[config.mk]
export PLATFORM = sky130hd
export DESIGN_NAME = gradient_subregion_accumulator_core_flat
export DESIGN_NICKNAME = d
export VERILOG_FILES = /design/src/gsa_pkg.sv /design/src/gsa_sample_if.sv /design/src/gsa_result_if.sv /design/src/gradient_subregion_accumulator_core.sv /design/src/gsa_front.sv /design/src/gsa_accum.sv /design/src/flat_wrapper.sv
export SDC_FILE = /design/constraint.sdc
export NUM_CORES = 2
export LEC_CHECK = 0
export ABC_AREA = 1
export BUFFER_PORTS_ARGS = -buffer_cell sky130_fd_sc_hd__buf_2
export CAP_MARGIN = 0
export CORE_MARGIN = 4
export CORE_UTILIZATION = 59
export CTS_BUF_LIST = sky130_fd_sc_hd__clkbuf_8
export DETAILED_ROUTE_END_ITERATION = 12
export HOLD_SLACK_MARGIN = 0.12
export PLACE_DENSITY = 0.8
export REMOVE_ABC_BUFFERS = 1
export SLEW_MARGIN = 10
export SYNTH_ARGS = -nofsm -noshare
export SYNTH_HDL_FRONTEND = slang
export SYNTH_SLANG_ARGS = --single-unit
[constraint.sdc]
create_clock -name clk -period 6.55 [get_ports clk]
set_clock_uncertainty 0.1 [all_clocks]
set_input_delay 1.31 -clock clk [delete_from_list [all_inputs] [get_ports clk]]
set_output_delay 1.31 -clock clk [all_outputs]
set_load 0.05 [all_outputs]
[src/gsa_pkg.sv]
// ----------------------------------------------------------------------------
// gsa_pkg
// Shared types, widths and helpers of the gradient subregion accumulator.
// ----------------------------------------------------------------------------
package gsa_pkg;

	localparam int unsigned GRAD_W   = 12;
	localparam int unsigned DIR_W    = 16;
	localparam int unsigned CTR_W    = 17;
	localparam int unsigned SIDE_W   = 5;
	localparam int unsigned DIM_W    = 13;
	localparam int unsigned PROD_W   = GRAD_W + DIR_W;
	localparam int unsigned PROJ_W   = PROD_W + 1;
	localparam int unsigned MAG_W    = PROD_W;
	localparam int unsigned SUM_W    = 35;
	localparam int unsigned CFG_IDX_W = 1;

	// Configuration register indexes
	localparam logic [CFG_IDX_W-1:0] CFG_IMAGE_WIDTH  = 1'b0;
	localparam logic [CFG_IDX_W-1:0] CFG_IMAGE_HEIGHT = 1'b1;

	localparam logic [DIM_W-1:0] IMAGE_WIDTH_RST  = 13'd640;
	localparam logic [DIM_W-1:0] IMAGE_HEIGHT_RST = 13'd480;

	localparam logic [SUM_W-1:0] SUM_MAX = {SUM_W{1'b1}};

	// One input sample as held in the first stage
	typedef struct packed {
		logic signed [GRAD_W-1:0] grad_x;
		logic signed [GRAD_W-1:0] grad_y;
		logic signed [DIR_W-1:0]  dir_x;
		logic signed [DIR_W-1:0]  dir_y;
		logic signed [CTR_W-1:0]  center_x;
		logic signed [CTR_W-1:0]  center_y;
		logic        [SIDE_W-1:0] side;
		logic                     last;
	} sample_t;

	// Projected sample handed to the accumulator stage
	typedef struct packed {
		logic signed [PROJ_W-1:0] proj_along;
		logic signed [PROJ_W-1:0] proj_across;
		logic                     last;
		logic                     in_image;
	} proj_t;

	// Image bounds from the configuration registers
	typedef struct packed {
		logic [DIM_W-1:0] image_width;
		logic [DIM_W-1:0] image_height;
	} bounds_t;

	// Add a magnitude to a sum, clamping at the top
	function automatic logic [SUM_W-1:0] sat_add(input logic [SUM_W-1:0] acc,
			input logic [MAG_W-1:0] add);
		logic [SUM_W:0] s;
		s = {1'b0, acc} + (SUM_W+1)'(add);
		return s[SUM_W] ? SUM_MAX : s[SUM_W-1:0];
	endfunction

endpackage

[src/gsa_sample_if.sv]
// ----------------------------------------------------------------------------
// gsa_sample_if
// Input channel: one gradient sample of a window per item.
// ----------------------------------------------------------------------------
interface gsa_sample_if;

	logic                                   valid;
	logic                                   ready;
	logic signed [gsa_pkg::GRAD_W-1:0]      grad_x;
	logic signed [gsa_pkg::GRAD_W-1:0]      grad_y;
	logic signed [gsa_pkg::DIR_W-1:0]       dir_x;
	logic signed [gsa_pkg::DIR_W-1:0]       dir_y;
	logic signed [gsa_pkg::CTR_W-1:0]       center_x;
	logic signed [gsa_pkg::CTR_W-1:0]       center_y;
	logic        [gsa_pkg::SIDE_W-1:0]      side;
	logic                                   last;

	modport source (output valid, grad_x, grad_y, dir_x, dir_y, center_x, center_y,
		side, last, input ready);
	modport sink (input valid, grad_x, grad_y, dir_x, dir_y, center_x, center_y,
		side, last, output ready);

endinterface

[src/gsa_result_if.sv]
// ----------------------------------------------------------------------------
// gsa_result_if
// Output channel: the four window sums and the inside flag per item.
// ----------------------------------------------------------------------------
interface gsa_result_if;

	logic                          valid;
	logic                          ready;
	logic [gsa_pkg::SUM_W-1:0]     sum_pos_along;
	logic [gsa_pkg::SUM_W-1:0]     sum_neg_along;
	logic [gsa_pkg::SUM_W-1:0]     sum_pos_across;
	logic [gsa_pkg::SUM_W-1:0]     sum_neg_across;
	logic                          in_image;

	modport source (output valid, sum_pos_along, sum_neg_along, sum_pos_across,
		sum_neg_across, in_image, input ready);
	modport sink (input valid, sum_pos_along, sum_neg_along, sum_pos_across,
		sum_neg_across, in_image, output ready);

endinterface

[src/gradient_subregion_accumulator_core.sv]
// ----------------------------------------------------------------------------
// gradient_subregion_accumulator_core
// Sums the along/across gradient projections of one square image window.
// ----------------------------------------------------------------------------
// Usage:
//   sample_ch takes one gradient sample per item, raster order, with last set
//   on the final sample of a window. Centre, side and direction travel with
//   every item; the bound check uses those of the last item.
//   result_ch gives one item per window: four saturating Q.14 sums and the
//   in_image flag (sums are zero when the window leaves the image).
//   cfg_we/cfg_index/cfg_data write image_width (index 0) and image_height
//   (index 1); write them only while no window is in flight.
// Timing:
//   One sample per cycle, sustained while no last sample is held back by a
//   waiting result. A last sample passes the input register, the projection
//   register and the result register in that order. Samples that are not last
//   never wait at the accumulators.
// Reset:
//   Clears the pipeline valids, the four accumulators and the result valid,
//   and loads the image size 640 x 480.
// Stall:
//   A held result blocks only the next last sample; while it waits in the
//   projection register the input register takes at most one more item,
//   then sample_ch.ready drops.
// ----------------------------------------------------------------------------
module gradient_subregion_accumulator_core #(
	parameter int unsigned MAX_SIDE = 16
) (
	input  logic                               clk,
	input  logic                               arst_n,
	input  logic                               cfg_we,
	input  logic [gsa_pkg::CFG_IDX_W-1:0]      cfg_index,
	input  logic [gsa_pkg::DIM_W-1:0]          cfg_data,
	gsa_sample_if.sink                         sample_ch,
	gsa_result_if.source                       result_ch
);

	gsa_pkg::bounds_t  bounds_q;
	gsa_pkg::proj_t    proj_s2;
	logic              valid_s2;
	logic              take_s2;
	logic              adv_s2;

	// Write the configuration registers
	always_ff @(posedge clk or negedge arst_n) begin
		if (!arst_n) begin
			bounds_q.image_width  <= gsa_pkg::IMAGE_WIDTH_RST;
			bounds_q.image_height <= gsa_pkg::IMAGE_HEIGHT_RST;
		end else if (cfg_we) begin
			case (cfg_index)
				gsa_pkg::CFG_IMAGE_WIDTH:  bounds_q.image_width  <= cfg_data;
				gsa_pkg::CFG_IMAGE_HEIGHT: bounds_q.image_height <= cfg_data;
				default: ;
			endcase
		end
	end

	assign adv_s2 = !valid_s2 || take_s2;

	gsa_front #(
		.MAX_SIDE (MAX_SIDE)
	) u_front (
		.clk       (clk),
		.arst_n    (arst_n),
		.sample_ch (sample_ch),
		.bounds    (bounds_q),
		.adv_s2    (adv_s2),
		.valid_s2  (valid_s2),
		.proj_s2   (proj_s2)
	);

	gsa_accum u_accum (
		.clk       (clk),
		.arst_n    (arst_n),
		.valid_s2  (valid_s2),
		.proj_s2   (proj_s2),
		.take_s2   (take_s2),
		.result_ch (result_ch)
	);

	// A window outside the image reports zero sums
	a_outside_zero: assert property (@(posedge clk) disable iff (!arst_n)
		result_ch.valid && !result_ch.in_image |->
			result_ch.sum_pos_along == '0 && result_ch.sum_neg_along == '0 &&
			result_ch.sum_pos_across == '0 && result_ch.sum_neg_across == '0)
		else $error("outside window with nonzero sums");

	// A consumed last item produces a result on the next cycle
	a_last_to_result: assert property (@(posedge clk) disable iff (!arst_n)
		valid_s2 && proj_s2.last && take_s2 |=> result_ch.valid)
		else $error("last item consumed without result");

	// Only a last item can wait in the projection stage
	a_only_last_waits: assert property (@(posedge clk) disable iff (!arst_n)
		valid_s2 && !take_s2 |-> proj_s2.last)
		else $error("non-last item stalled");

endmodule

[src/gsa_front.sv]
// ----------------------------------------------------------------------------
// gsa_front
// Input register, gradient projection and window bound check.
// ----------------------------------------------------------------------------
module gsa_front #(
	parameter int unsigned MAX_SIDE = 16
) (
	input  logic                clk,
	input  logic                arst_n,
	gsa_sample_if.sink          sample_ch,
	input  gsa_pkg::bounds_t    bounds,
	input  logic                adv_s2,
	output logic                valid_s2,
	output gsa_pkg::proj_t      proj_s2
);

	logic                       valid_s1;
	gsa_pkg::sample_t           smp_s1;
	logic                       adv_s1;

	logic signed [gsa_pkg::PROD_W-1:0] gxdx, gydy, gydx, gxdy;
	logic signed [gsa_pkg::PROJ_W-1:0] along, across;

	logic signed [gsa_pkg::CTR_W+1:0]  diff_x, diff_y;
	logic        [14:0]                tl_x, tl_y;
	logic        [14:0]                far_x, far_y;
	logic                              side_ok, in_window;

	// Stage 1 empties or moves on when stage 2 can take it
	assign adv_s1          = !valid_s1 || adv_s2;
	assign sample_ch.ready = adv_s1;

	// Capture the input item
	always_ff @(posedge clk or negedge arst_n) begin
		if (!arst_n) begin
			valid_s1 <= 1'b0;
		end else if (adv_s1) begin
			valid_s1 <= sample_ch.valid;
		end
	end

	always_ff @(posedge clk) begin
		if (adv_s1 && sample_ch.valid) begin
			smp_s1.grad_x   <= sample_ch.grad_x;
			smp_s1.grad_y   <= sample_ch.grad_y;
			smp_s1.dir_x    <= sample_ch.dir_x;
			smp_s1.dir_y    <= sample_ch.dir_y;
			smp_s1.center_x <= sample_ch.center_x;
			smp_s1.center_y <= sample_ch.center_y;
			smp_s1.side     <= sample_ch.side;
			smp_s1.last     <= sample_ch.last;
		end
	end

	// Project the gradient along and across the direction
	always_comb begin
		gxdx   = (gsa_pkg::PROD_W)'(smp_s1.grad_x) * (gsa_pkg::PROD_W)'(smp_s1.dir_x);
		gydy   = (gsa_pkg::PROD_W)'(smp_s1.grad_y) * (gsa_pkg::PROD_W)'(smp_s1.dir_y);
		gydx   = (gsa_pkg::PROD_W)'(smp_s1.grad_y) * (gsa_pkg::PROD_W)'(smp_s1.dir_x);
		gxdy   = (gsa_pkg::PROD_W)'(smp_s1.grad_x) * (gsa_pkg::PROD_W)'(smp_s1.dir_y);
		along  = {gxdx[gsa_pkg::PROD_W-1], gxdx} + {gydy[gsa_pkg::PROD_W-1], gydy};
		across = {gydx[gsa_pkg::PROD_W-1], gydx} - {gxdy[gsa_pkg::PROD_W-1], gxdy};
	end

	// Top-left corner is floor(center/16 - side/2); check it against the image
	always_comb begin
		diff_x  = {{2{smp_s1.center_x[gsa_pkg::CTR_W-1]}}, smp_s1.center_x}
			- {11'd0, smp_s1.side, 3'd0};
		diff_y  = {{2{smp_s1.center_y[gsa_pkg::CTR_W-1]}}, smp_s1.center_y}
			- {11'd0, smp_s1.side, 3'd0};
		tl_x    = diff_x[gsa_pkg::CTR_W+1:4];
		tl_y    = diff_y[gsa_pkg::CTR_W+1:4];
		far_x   = {1'b0, tl_x[13:0]} + 15'(smp_s1.side) + 15'd1;
		far_y   = {1'b0, tl_y[13:0]} + 15'(smp_s1.side) + 15'd1;
		side_ok = (smp_s1.side != '0) && (32'(smp_s1.side) <= MAX_SIDE);
		in_window = side_ok && !tl_x[14] && !tl_y[14]
			&& (far_x <= 15'(bounds.image_width))
			&& (far_y <= 15'(bounds.image_height));
	end

	// Hand the projected item to the accumulator stage
	always_ff @(posedge clk or negedge arst_n) begin
		if (!arst_n) begin
			valid_s2 <= 1'b0;
		end else if (adv_s2) begin
			valid_s2 <= valid_s1;
		end
	end

	always_ff @(posedge clk) begin
		if (adv_s2 && valid_s1) begin
			proj_s2.proj_along  <= along;
			proj_s2.proj_across <= across;
			proj_s2.last        <= smp_s1.last;
			proj_s2.in_image    <= in_window;
		end
	end

endmodule

[src/gsa_accum.sv]
// ----------------------------------------------------------------------------
// gsa_accum
// Saturating window accumulators and the result register.
// ----------------------------------------------------------------------------
module gsa_accum (
	input  logic               clk,
	input  logic               arst_n,
	input  logic               valid_s2,
	input  gsa_pkg::proj_t     proj_s2,
	output logic               take_s2,
	gsa_result_if.source       result_ch
);

	logic [gsa_pkg::SUM_W-1:0] pos_along_q, neg_along_q, pos_across_q, neg_across_q;
	logic [gsa_pkg::SUM_W-1:0] pos_along_d, neg_along_d, pos_across_d, neg_across_d;
	logic [gsa_pkg::PROJ_W-1:0] neg_along_v, neg_across_v;
	logic [gsa_pkg::MAG_W-1:0]  mag_along, mag_across;
	logic                       out_valid_q;

	// Non-last items never wait; a last item waits for a free result slot
	assign take_s2 = valid_s2 && (!proj_s2.last || !out_valid_q || result_ch.ready);

	// Split each projection into sign and magnitude and add it in
	always_comb begin
		neg_along_v  = -proj_s2.proj_along;
		neg_across_v = -proj_s2.proj_across;
		mag_along    = proj_s2.proj_along[gsa_pkg::PROJ_W-1]
			? neg_along_v[gsa_pkg::MAG_W-1:0] : proj_s2.proj_along[gsa_pkg::MAG_W-1:0];
		mag_across   = proj_s2.proj_across[gsa_pkg::PROJ_W-1]
			? neg_across_v[gsa_pkg::MAG_W-1:0] : proj_s2.proj_across[gsa_pkg::MAG_W-1:0];

		pos_along_d  = pos_along_q;
		neg_along_d  = neg_along_q;
		pos_across_d = pos_across_q;
		neg_across_d = neg_across_q;
		if (proj_s2.proj_along[gsa_pkg::PROJ_W-1]) begin
			neg_along_d = gsa_pkg::sat_add(neg_along_q, mag_along);
		end else begin
			pos_along_d = gsa_pkg::sat_add(pos_along_q, mag_along);
		end
		if (proj_s2.proj_across[gsa_pkg::PROJ_W-1]) begin
			neg_across_d = gsa_pkg::sat_add(neg_across_q, mag_across);
		end else begin
			pos_across_d = gsa_pkg::sat_add(pos_across_q, mag_across);
		end
	end

	// Advance the accumulators; clear them after the last item of a window
	always_ff @(posedge clk or negedge arst_n) begin
		if (!arst_n) begin
			pos_along_q  <= '0;
			neg_along_q  <= '0;
			pos_across_q <= '0;
			neg_across_q <= '0;
		end else if (take_s2) begin
			if (proj_s2.last) begin
				pos_along_q  <= '0;
				neg_along_q  <= '0;
				pos_across_q <= '0;
				neg_across_q <= '0;
			end else begin
				pos_along_q  <= pos_along_d;
				neg_along_q  <= neg_along_d;
				pos_across_q <= pos_across_d;
				neg_across_q <= neg_across_d;
			end
		end
	end

	// Hold the result until the receiver takes it
	always_ff @(posedge clk or negedge arst_n) begin
		if (!arst_n) begin
			out_valid_q <= 1'b0;
		end else if (take_s2 && proj_s2.last) begin
			out_valid_q <= 1'b1;
		end else if (result_ch.ready) begin
			out_valid_q <= 1'b0;
		end
	end

	always_ff @(posedge clk) begin
		if (take_s2 && proj_s2.last) begin
			result_ch.sum_pos_along  <= proj_s2.in_image ? pos_along_d  : '0;
			result_ch.sum_neg_along  <= proj_s2.in_image ? neg_along_d  : '0;
			result_ch.sum_pos_across <= proj_s2.in_image ? pos_across_d : '0;
			result_ch.sum_neg_across <= proj_s2.in_image ? neg_across_d : '0;
			result_ch.in_image       <= proj_s2.in_image;
		end
	end

	assign result_ch.valid = out_valid_q;

endmodule
[src/flat_wrapper.sv]
// flat-port wrapper written by rule: the top's interface ports become plain ports
module gradient_subregion_accumulator_core_flat 
#(
	parameter int unsigned MAX_SIDE = 16
)
  (clk, arst_n, cfg_we, cfg_index, cfg_data, sample_ch_valid, sample_ch_grad_x, sample_ch_grad_y, sample_ch_dir_x, sample_ch_dir_y, sample_ch_center_x, sample_ch_center_y, sample_ch_side, sample_ch_last, sample_ch_ready, result_ch_valid, result_ch_sum_pos_along, result_ch_sum_neg_along, result_ch_sum_pos_across, result_ch_sum_neg_across, result_ch_in_image, result_ch_ready);
  gsa_sample_if sample_ch_i ();
  gsa_result_if result_ch_i ();
  input  logic clk;
  input  logic arst_n;
  input  logic cfg_we;
  input  logic [gsa_pkg::CFG_IDX_W-1:0] cfg_index;
  input  logic [gsa_pkg::DIM_W-1:0] cfg_data;
  input wire logic [$bits(sample_ch_i.valid)-1:0] sample_ch_valid;
  input wire logic [$bits(sample_ch_i.grad_x)-1:0] sample_ch_grad_x;
  input wire logic [$bits(sample_ch_i.grad_y)-1:0] sample_ch_grad_y;
  input wire logic [$bits(sample_ch_i.dir_x)-1:0] sample_ch_dir_x;
  input wire logic [$bits(sample_ch_i.dir_y)-1:0] sample_ch_dir_y;
  input wire logic [$bits(sample_ch_i.center_x)-1:0] sample_ch_center_x;
  input wire logic [$bits(sample_ch_i.center_y)-1:0] sample_ch_center_y;
  input wire logic [$bits(sample_ch_i.side)-1:0] sample_ch_side;
  input wire logic [$bits(sample_ch_i.last)-1:0] sample_ch_last;
  output wire logic [$bits(sample_ch_i.ready)-1:0] sample_ch_ready;
  output wire logic [$bits(result_ch_i.valid)-1:0] result_ch_valid;
  output wire logic [$bits(result_ch_i.sum_pos_along)-1:0] result_ch_sum_pos_along;
  output wire logic [$bits(result_ch_i.sum_neg_along)-1:0] result_ch_sum_neg_along;
  output wire logic [$bits(result_ch_i.sum_pos_across)-1:0] result_ch_sum_pos_across;
  output wire logic [$bits(result_ch_i.sum_neg_across)-1:0] result_ch_sum_neg_across;
  output wire logic [$bits(result_ch_i.in_image)-1:0] result_ch_in_image;
  input wire logic [$bits(result_ch_i.ready)-1:0] result_ch_ready;
  assign sample_ch_i.valid = sample_ch_valid;
  assign sample_ch_i.grad_x = sample_ch_grad_x;
  assign sample_ch_i.grad_y = sample_ch_grad_y;
  assign sample_ch_i.dir_x = sample_ch_dir_x;
  assign sample_ch_i.dir_y = sample_ch_dir_y;
  assign sample_ch_i.center_x = sample_ch_center_x;
  assign sample_ch_i.center_y = sample_ch_center_y;
  assign sample_ch_i.side = sample_ch_side;
  assign sample_ch_i.last = sample_ch_last;
  assign sample_ch_ready = sample_ch_i.ready;
  assign result_ch_valid = result_ch_i.valid;
  assign result_ch_sum_pos_along = result_ch_i.sum_pos_along;
  assign result_ch_sum_neg_along = result_ch_i.sum_neg_along;
  assign result_ch_sum_pos_across = result_ch_i.sum_pos_across;
  assign result_ch_sum_neg_across = result_ch_i.sum_neg_across;
  assign result_ch_in_image = result_ch_i.in_image;
  assign result_ch_i.ready = result_ch_ready;
  gradient_subregion_accumulator_core #(.MAX_SIDE(MAX_SIDE)) u_core (.clk(clk), .arst_n(arst_n), .cfg_we(cfg_we), .cfg_index(cfg_index), .cfg_data(cfg_data), .sample_ch(sample_ch_i), .result_ch(result_ch_i));
endmodule
==> run_results.csv <==
group,metric,value,unit
floorplan,io_pins,258,
placement,port_buffers,251,
detailed_routing,top_layer,"met5",
global_route,overflow,0,
floorplan,num_rows,118,
clocking,cts_root_buffer,"clkbuf_8",
synth,synth_area,61400,sq um
global_route,grt_usage,0.309,
floorplan,die_h,331,microns
floorplan,core_region_area,103000,sq um
placement,dpl.hpwl,132,mm
clocking,path_clk_slew,70,ps
detailed_routing,wl_met2,78.9,mm
clocking,cts_max_path_buffers,3,
status,status,"completed",
timing,tightest_slew,998,ps
clocking,cts_hold_buf,0,
worst_setup_path,crit_buf_inv,5,
synth,async_reset_ff_frac,0.367,
worst_setup_path,crit_path_end_kind,"flip-flop",
synth,ys_seq_elements,460,
worst_setup_path,r2r_end,"u_core.u_front.proj_s2[59]",
worst_setup_path,cp_data_required_time,6940,ps
worst_setup_path,crit_top_cell,"fa_1",
timing,final-hold-violation-count,0,
worst_setup_path,worstPathMaxFanout,5,
timing,period_minus_slack,6470,ps
detailed_routing,wl_met1,66.9,mm
detailed_routing,firstDrtPassIters,9,
detailed_routing,drcViolationCount,0,
worst_setup_path,cp.depth,21,
detailed_routing,route.met3.wl,14.8,mm
detailed_routing,drt-initial-drc-count,4148,
worst_setup_path,crit_slowest_cell,"fa_2",
worst_setup_path,path_cells,"nand2_4, fa_2, clkinvlp_4, buf_6, buf_4, fa_1, inv_1, fa_1, fa_1, inv_1, fa_1, fa_1, fa_1, ha_4, nand2_2, nor3_4, nand2_1, or2_2, nand3_1, nand3b_1, nand2_1",
synth,synth_flop_cell,"edfxtp_1",
worst_setup_path,cpLargestDelayFamily,"adder cells",
worst_setup_path,crit_path_end,"u_core.u_front.proj_s2[59]",
worst_setup_path,criticalPathCategory,"flip-flop to flip-flop",
worst_setup_path,r2r_slack,80,ps
clocking,htreeDepth,3,
floorplan,dieArea,109000,sq um
timing,finalMaxSlewViolations,0,
global_route,grt_pass1_wl,266,mm
detailed_routing,routed_wl,168,mm
worst_setup_path,cp.arrival,6860,ps
detailed_routing,num_vias,51145,
synth,syn_inst,7781,
global_route,antenna_found_initial,7,
worst_setup_path,startpoint,"u_core.u_front.smp_s1[72]",
floorplan,start_util,0.594,
synth,synth_area_leader_cell,"fa_1",
global_route,grt_pass1_vias,51744,
synth,syn-mean-instance-area,7.89,sq um
worst_setup_path,crit_path_max_incr_delay,630,ps
clocking,numClockSinks,460,
clocking,cts_made_buffers,84,
finish,nets,9461,
finish,drive_above_1_share,0.136,
finish,multi_input_area,41000,sq um
timing,rsz0062_at_grt,"yes",
finish,seqCellArea,13000,sq um
timing,setup-violations-final,0,
timing,period_share,0.987,
clocking,cts_tree,"yes",
placement,gp_congestion,0.969,
synth,ys_types,55,
timing,slew_headroom,0.335,
synth,seq_area_frac_synth,0.211,
synth,synth_edf_count,291,
clocking,clk_latency,770,ps
synth,yosys_warnings,0,
finish,area_growth,11.2,%
job,cap_violations,0,
hold_path,hold_class,"flip-flop to flip-flop",
synth,synth_top_area_frac,0.272,
timing,max_freq,0.155,GHz
floorplan,fp.dieW,331,microns
worst_setup_path,startpoint_type,"flip-flop",
detailed_routing,antenna_left,0,
synth,yosys-top-cells-area,"fa_1 (27%), edfxtp_1 (14%), nand2_1 (14%)",
detailed_routing,routed_via_density,5.33,
worst_setup_path,reg2reg_depth,21,
worst_setup_path,rr_startpoint,"u_core.u_front.smp_s1[72]",
detailed_routing,wire_per_inst,17.5,microns
finish,final_util,0.660,
finish,fillCellCount,8529,
global_route,grt_start_max_net_pins,121,
metal layers:
layer / global-route usage / vias up
met5: 0 / -
met4: 0.117 / 2
met3: 0.0545 / 427
met2: 0.505 / 2174
met1: 0.416 / 24634
li1: - / 23908
metrics by stage:
step / hold WS, ps / worst slack [ps] / TNS (ps) / instances / area [sq um]
6_report: 365 / 84.3 / 0 / 9602 / 68300
3_3_place_gp: 342 / -32.8 / -70.4 / 9388 / 65500
3_5_place_dp: 340 / -134 / -523 / 9388 / 65500
4_1_cts: 373 / 4.46 / 0 / 9551 / 67400
2_1_floorplan: 300 / -3700 / -441280 / 7562 / 60500
5_1_grt: 382 / -114 / -539 / 9599 / 68300
cell type report:
cell class                      instances  share of cell area
Multi-Input combinational cell       5230               0.601
Tap cell                             1380              0.0253
Clock buffer                           95              0.0191
Timing Repair Buffer                  495              0.0556
Clock inverter                         63             0.00602
Antenna cell                            7            0.000256
Sequential cell                       460               0.190
Inverter                             1872               0.103
registers in the layout, indices dropped and copies added, names as in the netlist:
name,flops
u_core.u_accum.result_ch.sum_pos_along,35
u_core.u_front.proj_s2,60
u_core.u_accum.result_ch.sum_pos_across,35
u_core.u_accum.neg_across_q,35
u_core.u_accum.result_ch.valid,1
u_core.u_front.smp_s1,90
u_core.u_accum.neg_along_q,35
u_core.u_accum.result_ch.sum_neg_across,35
u_core.u_front.valid_s2,1
u_core.u_accum.pos_across_q,35
u_core.bounds_q,26
u_core.u_accum.result_ch.sum_neg_along,35
u_core.u_accum.result_ch.in_image,1
u_core.u_front.valid_s1,1
u_core.u_accum.pos_along_q,35
Yosys cell counts, types with 41 or more instances:
library cell  number
nand2_2           55
nand2_4           54
nand3_1          300
xor2_1           139
nand4_1           86
nor2_2            43
ha_1             368
xnor2_1           73
nor2_1           397
nor3_1            41
o21ai_0          115
edfxtp_1         291
fa_1             835
clkbuf_1         192
or2_2            113
nand2_1         2235
dfrtp_1          163
inv_1           1846
a21oi_1          174
layout by cell type, fill, tap and decap left out, drive strengths merged, types with 73 or more instances in the layout:
| master | n |
|---|---|
| a21oi | 190 |
| buf | 492 |
| clkbuf | 98 |
| dfrtp | 163 |
| edfxtp | 291 |
| fa | 835 |
| ha | 368 |
| inv | 1900 |
| nand2 | 2344 |
| nand3 | 343 |
| nand4 | 105 |
| nor2 | 444 |
| o21ai | 124 |
| or2 | 113 |
| xnor2 | 73 |
| xor2 | 139 |
repair_timing:
item / 4_1_cts / 5_1_grt
gates resized for setup: 11 / 126
setup buffers: 5 / 41
cloned: 0 / 3
pin swaps: 2 / 52
endpoints found under the setup margin: 12 / 28
worst register-to-register path: stages, from the launching register on:
cell and delay (ps):
edfxtp_1 580, nand2_4 100, fa_2 630, clkinvlp_4 150, buf_6 160, buf_4 130, fa_1 480, inv_1 60
fa_1 450, fa_1 510, inv_1 60, fa_1 460, fa_1 520, fa_1 540, ha_4 310, nand2_2 70
nor3_4 210, nand2_1 90, or2_2 290, nand3_1 100, nand3b_1 120, nand2_1 60
worst min-delay path by stage:
stage,from,to,slack (ps),depth (start not counted)
after floorplan,u_core.u_front.smp_s1[0],u_core.u_front.proj_s2[1],300,0
after global placement,u_core.u_front.smp_s1[0],u_core.u_front.proj_s2[1],340,0
after detailed placement,u_core.u_front.smp_s1[0],u_core.u_front.proj_s2[1],340,0
after CTS,u_core.u_front.smp_s1[0],u_core.u_front.proj_s2[1],370,0
after global routing,u_core.u_front.smp_s1[0],u_core.u_front.proj_s2[1],380,0
final,u_core.u_front.smp_s1[0],u_core.u_front.proj_s2[1],360,0
cells by family (layout without fill, tap and decap cells):
| kind of cell | Yosys count | count (layout) | share of synthesized area |
|---|---|---|---|
| and+or+nand+nor | 3436 | 3436 | 0.247 |
| buffers and inverters | 2091 | 2525 | 0.130 |
| adders and majority gates | 1203 | 1203 | 0.347 |
| DFF | 460 | 460 | 0.211 |
| AOI/OAI and AO/OA | 379 | 379 | 0.0351 |
| xor gates and xnor gates | 212 | 212 | 0.0302 |
| other | 0 | 7 | 0 |
Power is not shown: default switching activity piles up to over one toggle a cycle in this logic, so the estimate is an artifact.
